$ cat config.mk
export PLATFORM = sky130hd
export DESIGN_NAME = tbs_index
export DESIGN_NICKNAME = d
export VERILOG_FILES = /design/src/rtl/tbs_pkg.sv /design/src/rtl/tbs_index.sv
export SDC_FILE = /design/constraint.sdc
export NUM_CORES = 1
export LEC_CHECK = 0
export ABC_AREA = 1
export BUFFER_PORTS_ARGS = -buffer_cell sky130_fd_sc_hd__buf_2
export CAP_MARGIN = 0
export CELL_PAD_IN_SITES_DETAIL_PLACEMENT = 2
export CELL_PAD_IN_SITES_GLOBAL_PLACEMENT = 2
export CORE_MARGIN = 5
export CORE_UTILIZATION = 23
export DETAILED_ROUTE_END_ITERATION = 10
export GPL_TIMING_DRIVEN = 0
export PLACE_DENSITY = 0.95
export SLEW_MARGIN = 20
export SYNTH_ARGS = -nofsm -noshare
export SYNTH_HDL_FRONTEND = slang
export SYNTH_SLANG_ARGS = --single-unit
$ cat constraint.sdc
create_clock -name vclk -period 5.16
set_input_delay 1.548 -clock vclk [all_inputs]
set_output_delay 1.548 -clock vclk [all_outputs]
set_load 0.01 [all_outputs]
$ cat src/rtl/tbs_pkg.sv
// Shared types, codes and constants of the token bucket shaper.
`timescale 1ns / 1ps

package tbs_pkg;

   localparam int TBS_TABLE_ENTRIES = 256;

   localparam int DATA_WIDTH   = 32;
   localparam int LEN_WIDTH    = 16;
   localparam int SHIFT_WIDTH  = 4;
   localparam int CMD_WIDTH    = 2;
   localparam int TIDX_WIDTH   = 8;
   localparam int STATUS_WIDTH = 3;
   localparam int CSR_IDX_WIDTH = 2;

   // Request commands
   localparam logic [CMD_WIDTH-1:0] CMD_ENQUEUE = 2'd0;
   localparam logic [CMD_WIDTH-1:0] CMD_DEQUEUE = 2'd1;
   localparam logic [CMD_WIDTH-1:0] CMD_RESET   = 2'd2;
   localparam logic [CMD_WIDTH-1:0] CMD_TABLE   = 2'd3;

   // Response status codes
   localparam logic [STATUS_WIDTH-1:0] ST_DONE      = 3'd0;
   localparam logic [STATUS_WIDTH-1:0] ST_ACCEPTED  = 3'd1;
   localparam logic [STATUS_WIDTH-1:0] ST_DROPPED   = 3'd2;
   localparam logic [STATUS_WIDTH-1:0] ST_SENT      = 3'd3;
   localparam logic [STATUS_WIDTH-1:0] ST_THROTTLED = 3'd4;

   // Configuration register indexes
   localparam logic [CSR_IDX_WIDTH-1:0] CSR_SIZE_SHIFT    = 2'd0;
   localparam logic [CSR_IDX_WIDTH-1:0] CSR_BUCKET_DEPTH  = 2'd1;
   localparam logic [CSR_IDX_WIDTH-1:0] CSR_BACKLOG_LIMIT = 2'd2;

   localparam logic [SHIFT_WIDTH-1:0] SIZE_SHIFT_RESET = 4'd3;

   typedef struct packed {
      logic [DATA_WIDTH-1:0] backlog;
      logic [DATA_WIDTH-1:0] tokens;
      logic [DATA_WIDTH-1:0] checkpoint;
   } shaper_state_type;

   typedef struct packed {
      logic [DATA_WIDTH-1:0] bucket_depth;
      logic [DATA_WIDTH-1:0] backlog_limit;
   } shaper_cfg_type;

   typedef struct packed {
      logic [STATUS_WIDTH-1:0] status;
      logic [DATA_WIDTH-1:0]   wait_time;
      logic [DATA_WIDTH-1:0]   backlog_bytes;
   } shaper_rsp_type;

endpackage

$ cat src/rtl/tbs_index.sv
// Table address generation: size class lookup index and table write decode.
`timescale 1ns / 1ps

module tbs_index #(
   parameter int TABLE_ENTRIES = 256,
   parameter int ADDR_WIDTH    = $clog2(TABLE_ENTRIES)
) (
   input  logic [tbs_pkg::LEN_WIDTH-1:0]   packet_length,
   input  logic [tbs_pkg::SHIFT_WIDTH-1:0] size_shift,
   input  logic [tbs_pkg::TIDX_WIDTH-1:0]  table_index,
   output logic [ADDR_WIDTH-1:0]           rd_addr,
   output logic                            wr_in_range,
   output logic [ADDR_WIDTH-1:0]           wr_addr
);
   import tbs_pkg::*;

   logic [LEN_WIDTH-1:0] size_class;

   // Saturate the size class at the last table entry.
   always_comb begin
      size_class = packet_length >> size_shift;
      if (32'(size_class) > 32'(TABLE_ENTRIES - 1)) begin
         rd_addr = ADDR_WIDTH'(TABLE_ENTRIES - 1);
      end else begin
         rd_addr = ADDR_WIDTH'(size_class);
      end
   end

   assign wr_in_range = 32'(table_index) < 32'(TABLE_ENTRIES);
   assign wr_addr     = ADDR_WIDTH'(table_index);

endmodule

==> results.txt, run 1 <==
run status -> finished clean
die area -> 4980 um2
num rows -> 22
setup TNS -> 0 ns
Cell variety after synth -> 22
cts-stage hold buffer count -> 0
CTS-repair resized insts -> 0
HP Class -> in2out
routed vias -> 1,163
post-CTS setup repair buffer count -> 0
initial cell density of the core -> 23.4%
Detailed Route Iter0 Violations -> 30
hold endpoint -> wr_addr[1]
Post-Syn Instances -> 161
vias per cell -> 4.81
CP cell instances -> buf_2 -> inv_1 -> clkbuf_1 -> nor2_1 -> a21oi_1 -> nand3_1 -> buf_2
Tcrit/Tclk final -> 83.0%
Max Slew Vio Count -> 0
vias in the first global route -> 1,235
GRT Overall Usage -> 12.9%
endpoints failing setup -> 0
Worst setup SP type -> primary input
CP endpoint kind -> primary output
Worst Path Required -> 3.61 ns
Setup Crit Path Kind -> in2out
# fillers -> 490
NumNets Final -> 224
Worst path slowest cell -> clkbuf_1
initial antenna violation count -> 0
dpl hpwl -> 2840 um
RSZ-0062 raised after global routing -> false
min Tclk post-route -> 4.28 ns
Synth Warn # -> 0
Final ANT Viol Nets -> 0
RD Place Congestion -> 0.805
Mapped Nets -> 189
gr ovfl total -> 0
WL final -> 3160 um
pin count of the biggest net entering global routing -> 11
I/O Buffers -> 33
crit path DAT -> 2.73 ns
CP delay by family, top -> buffers and inverters
IO Pins -> 45
post-synthesis sequential area ratio -> 0%
Post-synth top cells -> nand3_1, nand2_1, buf_4, a21oi_1
Hold Fails Final Rpt -> 0
seq_cells -> 0
top post-synthesis cells by area -> nand3_1, nand2_1, buf_4
WP buf/inv -> 4
area leader, netlist -> nand3_1
final std cells w/o fill -> 242
Register Area -> 0 um2
area grow syn2layout -> 26.7%
Worst path most repeated cell -> buf_2
# diodes -> 0
DR pass1 iterations -> 4
hold path depth -> 2
# Max-Cap Violations -> 0
WL/cell -> 13.1 um
post-synth top area share -> 32.6%
mapped cell area -> 845 um2
die height -> 70.6 um
post-placement cell count -> 242
worst IR drop on VDD -> 0.0346 mV
share of cells above drive strength 1 -> 33.5%
Max Freq -> 234 MHz
first-pass GRT wire length -> 5510 um
Power Dens Cells -> 102 nW/um2
Worst Hold Launch -> table_index[1]
Crit path largest cell delay -> 0.35 ns
detailed-route DRC error count -> 0
leak pwr -> 0.560 nW
die width -> 70.6 um
critical path fanouts, max -> 10
Core ar. -> 3610 um2
post-synthesis average cell area -> 5.25 um2
# clk buffers -> 0
most frequent cell after synthesis -> nand3_1
-- area by class of cell --
| type | instances | area (um2) | share of cell area [%] |
|---|---|---|---|
| timing repair buffer | 33 | 165 | 15.4 |
| multi-input combinational | 137 | 658 | 61.5 |
| tap | 48 | 60.1 | 5.61 |
| buffer | 18 | 149 | 13.9 |
| inverter | 6 | 37.5 | 3.51 |
-- per-stage QoR --
stage | setup slack [ns] | cell area [um2] | power (mW) | util, % | hold slack, ns
global route | 0.672 | 1070 | 0.124 | 29.7 | 3.29
CTS | 0.868 | 1070 | 0.111 | 29.7 | 3.28
finish | 0.880 | 1070 | 0.109 | 29.7 | 3.28
detailed placement | 0.869 | 1070 | 0.111 | 29.7 | 3.28
global placement | 0.915 | 1070 | 0.107 | 29.7 | 3.28
floorplan | 1.17 | 845 | 0.0754 | - | 3.19
-- how the worst max path moves through the flow --
stage                       start         end  slack (ns)  cells after the start
global route        size_shift[3]  rd_addr[6]        0.67                      7
global placement    size_shift[3]  rd_addr[7]        0.92                      7
detailed placement  size_shift[3]  rd_addr[5]        0.87                      7
finish              size_shift[3]  rd_addr[5]        0.88                      7
CTS                 size_shift[3]  rd_addr[5]        0.87                      7
floorplan           size_shift[0]  rd_addr[0]        1.17                     10
-- layout by cell type (no fill, tap or decap), drive strengths merged --
cell type  Yosys  final
nand2         58     58
nand3         59     59
conb           1      1
a21oi          6      6
clkinv         1      1
or2            1      1
nor2           6      6
clkbuf         1      1
buf           17     50
nand4          1      1
o21ai          5      5
inv            5      5
-- routing by layer --
layer / routed length, um / vias to the layer above / global-route usage, %
met5: 0 / - / 0
met4: 0 / 0 / 0
met3: 134 / 0 / 0.710
met1: 1390 / 541 / 15.9
met2: 1630 / 22 / 25.8
li1: - / 600 / -
-- kinds of logic (layout without fill, tap and decap cells) --
family | count (synthesis) | after routing | synth area share [%]
buffers and inverters | 24 | 57 | 22.1
AO/OA/AOI/OAI | 11 | 11 | 6.96
AND/OR/NAND/NOR | 125 | 125 | 70.5
other | 1 | 1 | 0.444
-- report_power, final --
| group | total [mW] | switching (mW) | internal [mW] | leakage [nW] |
|---|---|---|---|---|
| registers | 0 | 0 | 0 | 0 |
| logic | 0.109 | 0.0655 | 0.0438 | 0.560 |
| clock network | 0 | 0 | 0 | 0 |
Note: power is estimated with default switching activity, not from simulation.
==> inputs of run 2 (changes only) <==
--- a/config.mk
+++ b/config.mk
@@ -11,10 +11,10 @@
 export CELL_PAD_IN_SITES_DETAIL_PLACEMENT = 2
 export CELL_PAD_IN_SITES_GLOBAL_PLACEMENT = 2
 export CORE_MARGIN = 5
-export CORE_UTILIZATION = 23
+export CORE_UTILIZATION = 19
 export DETAILED_ROUTE_END_ITERATION = 10
 export GPL_TIMING_DRIVEN = 0
-export PLACE_DENSITY = 0.95
+export PLACE_DENSITY = 0.89
 export SLEW_MARGIN = 20
 export SYNTH_ARGS = -nofsm -noshare
 export SYNTH_HDL_FRONTEND = slang
==> constraint.sdc (replaced) <==
create_clock -name vclk -period 3.4
set_input_delay 1.02 -clock vclk [all_inputs]
set_output_delay 1.02 -clock vclk [all_outputs]
set_load 0.01 [all_outputs]
==> run 2 against run 1 <==
First-iteration DRC count increased by 47%. Largest power group unchanged. Setup slack lost 0.69 ns. Global-route usage fell by 1.0 points. Die area rose by 18%. Sequential share of layout area unchanged. Clock-buffer cell count did not move. Core utilization fell by 4.8 points. Critical path type unchanged. Via count is 0.34% higher.
==> results.txt, run 2 (synthesized netlist as in run 1, its figures left out) <==
detailed-route DRC error count -> 0 (unchanged)
vias per cell -> 4.74 (was 4.81)
Worst Path Required -> 2.38 ns (was 3.61 ns)
Comb power frac -> 100.0% (about the same)
gr ovfl total -> 0 (unchanged)
Crit path largest cell delay -> 0.23 ns (was 0.35 ns)
num rows -> 24 (was 22)
Net Sw Frac -> 60.2% (was 59.9%)
die width -> 76.7 um (was 70.6 um)
CP endpoint kind -> primary output (unchanged)
GRT Overall Usage -> 11.8% (was 12.9%)
critical path fanouts, max -> 10 (unchanged)
initial antenna violation count -> 0 (unchanged)
Detailed Route Iter0 Violations -> 44 (was 30)
routed vias -> 1,167 (was 1,163)
Final ANT Viol Nets -> 0 (unchanged)
leak pwr -> 0.563 nW (was 0.560 nW)
share of cells above drive strength 1 -> 34.0% (was 33.5%)
min Tclk post-route -> 3.21 ns
DR pass1 iterations -> 4 (unchanged)
# diodes -> 0 (unchanged)
RSZ-0062 raised after global routing -> false (unchanged)
die area -> 5880 um2 (was 4980 um2)
Power Dens Cells -> 155 nW/um2 (was 102 nW/um2)
internal power -> 66.6 uW (was 43.8 uW)
most common cell after layout, fill and taps aside -> nand3_1 (unchanged)
crit path DAT -> 2.19 ns (was 2.73 ns)
CP cell instances -> buf_2 -> clkinv_4 -> buf_2 -> nand3_1 -> o21ai_0 -> a21oi_1 -> nand3_1 -> buf_2 (was buf_2 -> inv_1 -> clkbuf_1 -> nor2_1 -> a21oi_1 -> nand3_1 -> buf_2)
IO Pins -> 45 (unchanged)
fin util -> 24.9% (was 29.7%)
worst IR drop on VDD -> 0.0443 mV (was 0.0346 mV)
Seq pwr share -> 0% (about the same)
Register Area -> 0 um2 (unchanged)
Worst path most repeated cell -> buf_2 (unchanged)
most frequent cells in the layout -> nand3_1, nand2_1, buf_2 (unchanged)
# fillers -> 578 (was 490)
Net Switching -> 101 uW (was 65.5 uW)
WL final -> 3320 um (was 3160 um)
seq_cells -> 0 (unchanged)
I/O Buffers -> 33 (unchanged)
endpoints failing setup -> 0 (unchanged)
Hold Fails Final Rpt -> 0 (unchanged)
# Max-Cap Violations -> 0 (unchanged)
HP Class -> in2out (unchanged)
dpl hpwl -> 2960 um (was 2840 um)
# clk buffers -> 0 (unchanged)
vias in the first global route -> 1,327 (was 1,235)
die height -> 76.7 um (was 70.6 um)
NumNets Final -> 224 (unchanged)
pin count of the biggest net entering global routing -> 11 (unchanged)
WL/cell -> 13.5 um (was 13.1 um)
CP delay by family, top -> buffers and inverters (unchanged)
Worst path slowest cell -> buf_2 (was clkbuf_1)
WP buf/inv -> 4 (unchanged)
first-pass GRT wire length -> 6160 um (was 5510 um)
Worst setup SP type -> primary input (unchanged)
Clock Power Share -> 0% (about the same)
Core ar. -> 4320 um2 (was 3610 um2)
area grow syn2layout -> 27.4% (was 26.7%)
Tcrit/Tclk final -> 94.5%
Max Slew Vio Count -> 0 (unchanged)
RD Place Congestion -> 0.819 (was 0.805)
setup TNS -> 0 ns (unchanged)
Max Freq -> 311 MHz
Setup Crit Path Kind -> in2out (unchanged)
run status -> finished clean (unchanged)
initial cell density of the core -> 19.5% (was 23.4%)
==> run 2: metrics by stage <==
step | cell area (um2) | worst slack [ns] | std cells | hold WS (ns) | total power, mW
CTS | 1070 | 0.157 | 246 | 2.23 | 0.170
finish | 1080 | 0.188 | 246 | 2.22 | 0.167
global route | 1080 | 0.0389 | 246 | 2.23 | 0.192
floorplan | 845 | 0.462 | 161 | 2.13 | 0.114
detailed placement | 1070 | 0.160 | 246 | 2.23 | 0.170
global placement | 1070 | 0.199 | 246 | 2.23 | 0.164
==> run 2: power groups by stage <==
stage | clock (mW) | sequential [mW] | combinational [mW]
2_1_floorplan | 0 | 0 | 0.114
3_3_place_gp | 0 | 0 | 0.164
3_5_place_dp | 0 | 0 | 0.170
4_1_cts | 0 | 0 | 0.170
5_1_grt | 0 | 0 | 0.192
6_report | 0 | 0 | 0.167
==> run 2: final cells by class <==
cell class | count | area [um2] | area share, %
Buffer | 18 | 150 | 14.0
Inverter | 6 | 37.5 | 3.49
Multi-Input combinational cell | 137 | 658 | 61.2
Tap cell | 52 | 65.1 | 6.05
Timing Repair Buffer | 33 | 165 | 15.3
==> run 2: path summary, 6_finish.rpt <==
kind           start          to  slack, ns  depth (start not counted)
max    size_shift[2]  rd_addr[5]       0.19                          8
min   table_index[7]  wr_addr[7]       2.22                          2
==> run 2: repair_timing <==
| action | CTS | global route |
|---|---|---|
| endpoints found under the hold margin | 0 | 0 |
| setup buffers | 0 | 0 |
| endpoints found under the setup margin | 0 | 1 |
| resized for setup | 0 | 2 |
| hold buffers | 0 | 0 |
==> run 2: metal layers <==
| metal | vias to the layer above | part of all wire [%] | global-route usage, % |
|---|---|---|---|
| met5 | - | 0 | 0 |
| li1 | 598 | - | - |
| met3 | 0 | 3.2 | 0.937 |
| met4 | 0 | 0 | 0 |
| met2 | 23 | 52 | 23.1 |
| met1 | 546 | 44 | 14.7 |
