## config.mk

```make
export PLATFORM = sky130hd
export DESIGN_NAME = tbs_decide
export DESIGN_NICKNAME = d
export VERILOG_FILES = /design/src/rtl/tbs_pkg.sv /design/src/rtl/tbs_decide.sv
export SDC_FILE = /design/constraint.sdc
export NUM_CORES = 1
export LEC_CHECK = 0
export ABC_AREA = 1
export BUFFER_PORTS_ARGS = -buffer_cell sky130_fd_sc_hd__buf_2
export CORE_UTILIZATION = 25
export DETAILED_ROUTE_END_ITERATION = 12
export PLACE_DENSITY = 0.51
export SYNTH_ARGS = -nofsm -noshare
export SYNTH_HDL_FRONTEND = slang
export SYNTH_SLANG_ARGS = --single-unit
```

## constraint.sdc

```tcl
create_clock -name vclk -period 10.67
set_input_delay 1.6005 -clock vclk [all_inputs]
set_output_delay 1.6005 -clock vclk [all_outputs]
set_load 0.005 [all_outputs]
```

## src/rtl/tbs_pkg.sv

```systemverilog
// Shared types, codes and constants of the token bucket shaper.
`timescale 1ns / 1ps

package tbs_pkg;

   localparam int TBS_TABLE_ENTRIES = 256;

   localparam int DATA_WIDTH   = 32;
   localparam int LEN_WIDTH    = 16;
   localparam int SHIFT_WIDTH  = 4;
   localparam int CMD_WIDTH    = 2;
   localparam int TIDX_WIDTH   = 8;
   localparam int STATUS_WIDTH = 3;
   localparam int CSR_IDX_WIDTH = 2;

   // Request commands
   localparam logic [CMD_WIDTH-1:0] CMD_ENQUEUE = 2'd0;
   localparam logic [CMD_WIDTH-1:0] CMD_DEQUEUE = 2'd1;
   localparam logic [CMD_WIDTH-1:0] CMD_RESET   = 2'd2;
   localparam logic [CMD_WIDTH-1:0] CMD_TABLE   = 2'd3;

   // Response status codes
   localparam logic [STATUS_WIDTH-1:0] ST_DONE      = 3'd0;
   localparam logic [STATUS_WIDTH-1:0] ST_ACCEPTED  = 3'd1;
   localparam logic [STATUS_WIDTH-1:0] ST_DROPPED   = 3'd2;
   localparam logic [STATUS_WIDTH-1:0] ST_SENT      = 3'd3;
   localparam logic [STATUS_WIDTH-1:0] ST_THROTTLED = 3'd4;

   // Configuration register indexes
   localparam logic [CSR_IDX_WIDTH-1:0] CSR_SIZE_SHIFT    = 2'd0;
   localparam logic [CSR_IDX_WIDTH-1:0] CSR_BUCKET_DEPTH  = 2'd1;
   localparam logic [CSR_IDX_WIDTH-1:0] CSR_BACKLOG_LIMIT = 2'd2;

   localparam logic [SHIFT_WIDTH-1:0] SIZE_SHIFT_RESET = 4'd3;

   typedef struct packed {
      logic [DATA_WIDTH-1:0] backlog;
      logic [DATA_WIDTH-1:0] tokens;
      logic [DATA_WIDTH-1:0] checkpoint;
   } shaper_state_type;

   typedef struct packed {
      logic [DATA_WIDTH-1:0] bucket_depth;
      logic [DATA_WIDTH-1:0] backlog_limit;
   } shaper_cfg_type;

   typedef struct packed {
      logic [STATUS_WIDTH-1:0] status;
      logic [DATA_WIDTH-1:0]   wait_time;
      logic [DATA_WIDTH-1:0]   backlog_bytes;
   } shaper_rsp_type;

endpackage

```

## src/rtl/tbs_decide.sv

```systemverilog
// Per-request decision: tail-drop check, token credit, state update and response.
`timescale 1ns / 1ps

module tbs_decide (
   input  logic [tbs_pkg::CMD_WIDTH-1:0]  command,
   input  logic [tbs_pkg::LEN_WIDTH-1:0]  packet_length,
   input  logic [tbs_pkg::DATA_WIDTH-1:0] now_time,
   input  logic [tbs_pkg::DATA_WIDTH-1:0] table_data,
   input  tbs_pkg::shaper_cfg_type        cfg,
   input  tbs_pkg::shaper_state_type      cur,
   output tbs_pkg::shaper_state_type      nxt,
   output tbs_pkg::shaper_rsp_type        rsp
);
   import tbs_pkg::*;

   logic [DATA_WIDTH:0]   enq_sum;
   logic [DATA_WIDTH-1:0] elapsed_raw;
   logic [DATA_WIDTH-1:0] elapsed;
   logic [DATA_WIDTH+1:0] credit;
   logic [DATA_WIDTH+1:0] deficit;

   always_comb begin
      enq_sum     = {1'b0, cur.backlog} + (DATA_WIDTH + 1)'(packet_length);
      elapsed_raw = now_time - cur.checkpoint;
      elapsed     = (elapsed_raw > cfg.bucket_depth) ? cfg.bucket_depth : elapsed_raw;
      credit      = (DATA_WIDTH + 2)'(elapsed) + (DATA_WIDTH + 2)'(cur.tokens)
                  - (DATA_WIDTH + 2)'(table_data);
      deficit     = (DATA_WIDTH + 2)'(0) - credit;

      nxt           = cur;
      rsp.status    = ST_DONE;
      rsp.wait_time = '0;

      case (command)
         CMD_ENQUEUE: begin
            if (enq_sum <= {1'b0, cfg.backlog_limit}) begin
               nxt.backlog = enq_sum[DATA_WIDTH-1:0];
               rsp.status  = ST_ACCEPTED;
            end else begin
               rsp.status  = ST_DROPPED;
            end
         end
         CMD_DEQUEUE: begin
            if (!credit[DATA_WIDTH+1]) begin
               nxt.checkpoint = now_time;
               if (credit[DATA_WIDTH:0] > {1'b0, cfg.bucket_depth}) begin
                  nxt.tokens = cfg.bucket_depth;
               end else begin
                  nxt.tokens = credit[DATA_WIDTH-1:0];
               end
               if (cur.backlog >= DATA_WIDTH'(packet_length)) begin
                  nxt.backlog = cur.backlog - DATA_WIDTH'(packet_length);
               end else begin
                  nxt.backlog = '0;
               end
               rsp.status = ST_SENT;
            end else begin
               rsp.wait_time = deficit[DATA_WIDTH-1:0];
               rsp.status    = ST_THROTTLED;
            end
         end
         CMD_RESET: begin
            nxt.backlog    = '0;
            nxt.checkpoint = now_time;
            nxt.tokens     = cfg.bucket_depth;
         end
         default: begin
            // Table write: the entry is stored at request time.
         end
      endcase

      rsp.backlog_bytes = nxt.backlog;
   end

endmodule

```

==> results of run 1 <==
[metrics by stage]
step                setup slack [ps]  TNS [ps]
finish                         -37.6      -229
global route                    -427    -12480
CTS                             9.66         0
detailed placement              -812    -23580
global placement                -730    -20700
floorplan                        476         0
[worst min-delay path: stages]
cell     delay (ps)
buf_2           100
nand2_1          50
o21ai_0          60
buf_2           110
[area by class of cell]
cell class | count | area (um^2)
Tap cell | 765 | 957
Inverter | 504 | 1900
Antenna cell | 6 | 15.0
Fill cell | 6576 | 36300
Multi-Input combinational cell | 2015 | 13500
Timing Repair Buffer | 788 | 5210
[worst paths after layout]
path,start,to,slack (ps),cells after the start
setup / recovery,cur[13],nxt[47],-40,50
hold / removal,cur[31],nxt[31],3520,4
[synth_stat cells (4+ instances only)]
master,number
nand2_1,592
inv_1,480
nor2_1,243
nand3_1,236
ha_1,197
a21oi_1,184
o21ai_0,100
xor2_1,73
nand4_1,66
buf_4,44
clkbuf_1,43
fa_1,35
nor3_1,35
a221oi_1,33
o22ai_1,31
buf_2,30
inv_2,20
nor4_1,16
o21ai_1,15
nand2_2,14
a21o_1,11
a31oi_1,10
o21bai_1,10
nand3_2,9
nor2_2,9
xnor2_1,9
o211ai_1,8
o21a_1,8
nor2_4,7
a211oi_1,6
nor3_2,6
o221ai_1,6
a21boi_0,4
a21oi_2,4
clkinv_1,4
or2_1,4
[per-layer routing]
metal | track usage, % | wire [um]
met5 | 0 | 82
met4 | 7.30 | 2700
met3 | 3.27 | 5710
met2 | 35.3 | 31600
met1 | 33.4 | 34200
[timing repair]
item                                   4_1_cts  5_1_grt
cloned                                       1        8
setup endpoints to repair                   32      130
pin swaps                                   33       55
gates resized for setup                     78      241
endpoints found under the hold margin        0        0
buffers inserted                            13       16
[cells by family (layout without fill, tap and decap cells)]
| family | Yosys count | in the layout | share of synthesized area [%] |
|---|---|---|---|
| AOI/OAI and AO/OA | 436 | 436 | 17.3 |
| xor gates and xnor gates | 90 | 90 | 5.99 |
| adders and majority gates | 232 | 232 | 21.5 |
| buffers and inverters | 624 | 1292 | 17.3 |
| other | 0 | 6 | 0 |
| and+or+nand+nor | 1256 | 1257 | 37.9 |
[power by group through the flow]
stage               combinational [uW]  clock [uW]  sequential (uW)
finish                            5710   0.0000756                0
detailed placement                4660           0                0
global placement                  4680           0                0
floorplan                         2560           0                0
CTS                               4950           0                0
global route                      6190   0.0000755                0
==> results_dict.tcl, run 1 <==
set metrics [dict create \
    status "complete, but fails checks" \
    violations "negative setup slack" \
    slew_headroom_pct 38.7 \
    die-width_um 245 \
    final_cell_mix "nand2_1 (547), inv_1 (469), buf_2 (398), buf_4 (363), nor2_1 (225)" \
    ir_drop_mv 0.199 \
    p_comb_share_pct 100.0 \
    syn_inst 2638 \
    p_clk_share_pct 0 \
    pwr-share-seq_pct 0 \
    synth_area_um2 14700 \
    grt_max_degree 66 \
    final_area_um2 21600 \
    die_h_um 245 \
    cp.required_ps 9070 \
    post-route-worst-setup-slack_ps -37.6 \
    critPathKind "in -> out" \
    vias 19900 \
    core-area_um2 57900 \
    overflow 0 \
    grt_pass1_wl_um 108000 \
    cp_num_buf_inv 12 \
    crit_family "simple AND/OR/NAND/NOR gates" \
    layout-drive-gt1-share_pct 33.1 \
    power.switching_uw 3270 \
    synthesis.area_per_instance_um2 5.58 \
    dpl.cell_count 4034 \
    synth.net_count 3112 \
    viasPerCell 4.88 \
    postRouteWirelength_um 74300 \
    cp-end-kind "output port" \
    fmax_ghz 0.0934 \
    power_density_nw_per_um2 264 \
    area_growth_pct 46.6 \
    track_usage_pct 23.2 \
    clkbuf_count 0 \
    min_period_ps 10710 \
    synth_top_area_cell "ha_1" \
    rsz0062_at_grt "true" \
    antenna_found_initial 13 \
    tightest_slew_ps 919 \
    dieArea_um2 59800 \
    fin_crit_sh_pct 100 \
    grt_pass1_vias 18500 \
    hold_viol_final 0 \
    intPower_uw 2440 \
    ctsHoldBuffers 0 \
    start_util_pct 25.4 \
    crit_path_max_incr_delay_ps 490 \
    yosysSeqAreaShare_pct 0 \
    hold_class "in -> out" \
    gp_congestion 1.01 \
    power_leakage_uw 0.0117 \
    timing.hold.ws_ps 3520 \
    nets 3783 \
    dpl_cell_area_um2 19700 \
    route.detailed.drc 0 \
    crit_fanout 8 \
    final_common_cell "nand2_1" \
    crit_path_frequent_cell "nand2_1" \
    cpMaxStageDelayCell "fa_1" \
    stdcell_count 4078 \
    drv_cap 0 \
    regArea_um2 0 \
    synthTopCellsByArea "ha_1 (17%), nand2_1 (15%), inv_1 (12%)" \
    total_power_uw 5710 \
    synth.distinct_cells 55 \
    antenna_left 0 \
    p_sw_share_pct 57.3 \
    rows 88 \
    dp_hpwl_um 63500 \
    yosysTopAreaCellShare_pct 16.7 \
    drt_first_iter_violations 1463 \
    worstPathArrival_ps 9110 \
    io_pins 405 \
    fin_util_pct 37.3 \
    io_buffers 405 \
    setup_viol 13 \
    ys_warn_count 0 \
    design.seq.count 0 \
    final-max-slew-violation-count 0 \
    wire_per_inst_um 18.2 \
    critPathLaunchType "primary input" \
    firstDrtPassIters 6 \
]
No activity file was read; power rests on OpenSTA's default activity.
==> run 2, diff against run 1 <==
--- a/config.mk
+++ b/config.mk
@@ -7,9 +7,9 @@
 export LEC_CHECK = 0
 export ABC_AREA = 1
 export BUFFER_PORTS_ARGS = -buffer_cell sky130_fd_sc_hd__buf_2
-export CORE_UTILIZATION = 25
+export CORE_UTILIZATION = 51
 export DETAILED_ROUTE_END_ITERATION = 12
-export PLACE_DENSITY = 0.51
+export PLACE_DENSITY = 0.86
 export SYNTH_ARGS = -nofsm -noshare
 export SYNTH_HDL_FRONTEND = slang
 export SYNTH_SLANG_ARGS = --single-unit
==> run 2 against run 1 <==
- total power fell by 4.5%
- largest power group unchanged
- flip-flop and latch count did not move
- first-iteration DRC count rose by 73%
- via count rose by 6.9%
- utilization rose by 37 points
- non-clock buffer count fell by 53
- maximum frequency fell by 2.9%
- the run still ends with negative setup slack left
- design area fell by 3.9%
- cell count fell by 11%
==> results_dict.tcl, run 2 (synthesized netlist as in run 1, its figures left out) <==
set metrics [dict create \
    wl_met1_um 28300 \
    crit_path_max_incr_delay_ps 480 \
    core-area_um2 28100 \
    hold_viol_final 0 \
    p_clk_share_pct 0 \
    postRouteWirelength_um 70700 \
    min_period_ps 11030 \
    antenna_left 0 \
    wire_per_inst_um 19.4 \
    stdcell_count 3637 \
    cp_num_buf_inv 12 \
    fmax_ghz 0.0907 \
    wl_met3_um 8750 \
    grt_max_degree 66 \
    antenna_found_initial 5 \
    hold_class "in -> out" \
    dp_hpwl_um 56300 \
    slew_headroom_pct 12.3 \
    routed.top_layer "met4" \
    io_pins 405 \
    power.switching_uw 3210 \
    crit_fanout 26 \
    worstPathArrival_ps 9430 \
    vias 21300 \
    design.seq.count 0 \
    firstDrtPassIters 7 \
    power_leakage_uw 0.0114 \
    total_power_uw 5450 \
    critPathLaunchType "primary input" \
    fin_crit_sh_pct 103 \
    p_sw_share_pct 58.8 \
    rows 61 \
    grt_pass1_wl_um 99600 \
    nets 3729 \
    rsz0062_at_grt "true" \
    tightest_slew_ps 1320 \
    die_h_um 172 \
    layout-drive-gt1-share_pct 32.9 \
    drv_cap 0 \
    cp.required_ps 9070 \
    regArea_um2 0 \
    post-route-worst-setup-slack_ps -356 \
    status "complete, but fails checks" \
    io_buffers 405 \
    ctsHoldBuffers 0 \
    ir_drop_mv 0.154 \
    critPathKind "in -> out" \
    final_cell_mix "nand2_1 (536), inv_1 (471), buf_2 (402), buf_4 (309), nor2_1 (223)" \
    tns_ps -8550 \
    crit_path_frequent_cell "nand2_1" \
    cpMaxStageDelayCell "fa_1" \
    intPower_uw 2240 \
    cp-end-kind "output port" \
    overflow 0 \
    timing.hold.ws_ps 3520 \
    grt_pass1_vias 18700 \
    final_common_cell "nand2_1" \
    p_comb_share_pct 100.0 \
    crit_family "simple AND/OR/NAND/NOR gates" \
    final-max-slew-violation-count 0 \
    dr_wl_met2_um 30000 \
    clkbuf_count 0 \
    power_density_nw_per_um2 263 \
    route.detailed.drc 0 \
    dpl.cell_count 3583 \
    setup_viol 32 \
    gp_congestion 1.13 \
    start_util_pct 52.4 \
    violations "negative setup slack" \
    area_growth_pct 41.0 \
    viasPerCell 5.85 \
    pwr-share-seq_pct 0 \
    drt_first_iter_violations 2533 \
    track_usage_pct 43.3 \
    die-width_um 172 \
    dieArea_um2 29500 \
]
==> run 2: cell count changes in the layout (fill, tap and decap cells not counted), sizes merged <==
cell,previous run,this run
nand2,608,607
clkbuf,7,5
buf,781,730
==> run 2: worst min-delay path, delay by kind of cell <==
family,cells,cell delay (ps)
buffers and inverters,2,210
AND/OR/NAND/NOR,2,110
==> run 2: layout make-up <==
cell class | count | area (um^2)
Antenna cell | 6 | 15.0
Fill cell | 2377 | 7340
Inverter | 504 | 1900
Multi-Input combinational cell | 2014 | 13600
Tap cell | 378 | 473
Timing Repair Buffer | 735 | 4760
==> run 2: stage by stage <==
step,util [%],setup WS [ps],instance area (um^2)
after detailed placement,66.9,-416,18800
after CTS,68.6,23.9,19300
after floorplan,-,476,14700
after global placement,66.9,-336,18800
final,73.9,-356,20700
after global routing,73.9,-621,20700
==> run 2: final timing paths <==
path                        start       to  slack [ps]  depth (start not counted)
worst max-delay path  now_time[2]  nxt[58]        -360                         53
worst min-delay path      cur[64]  nxt[64]        3520                          4
==> run 2: power by group through the flow <==
stage | registers (uW) | clock network [uW] | logic (uW)
finish | 0 | 0.0000755 | 5450
floorplan | 0 | 0 | 2560
global placement | 0 | 0 | 4360
global route | 0 | 0.0000502 | 5810
CTS | 0 | 0 | 4640
detailed placement | 0 | 0 | 4420
==> run 2: routing by layer <==
layer  track usage, %  vias to the layer above
li1                 -                     9831
met1             59.1                     9675
met2             67.4                     1501
met3             8.35                      271
met4             14.8                        0
met5                0                        -
==> run 2: repair_timing <==
action / 4_1_cts / 5_1_grt
setup buffers: 14 / 28
gates resized for setup: 72 / 264
pin swaps: 28 / 97
hold endpoints to repair: 0 / 0
cloned: 1 / 5
setup endpoints to repair: 38 / 139
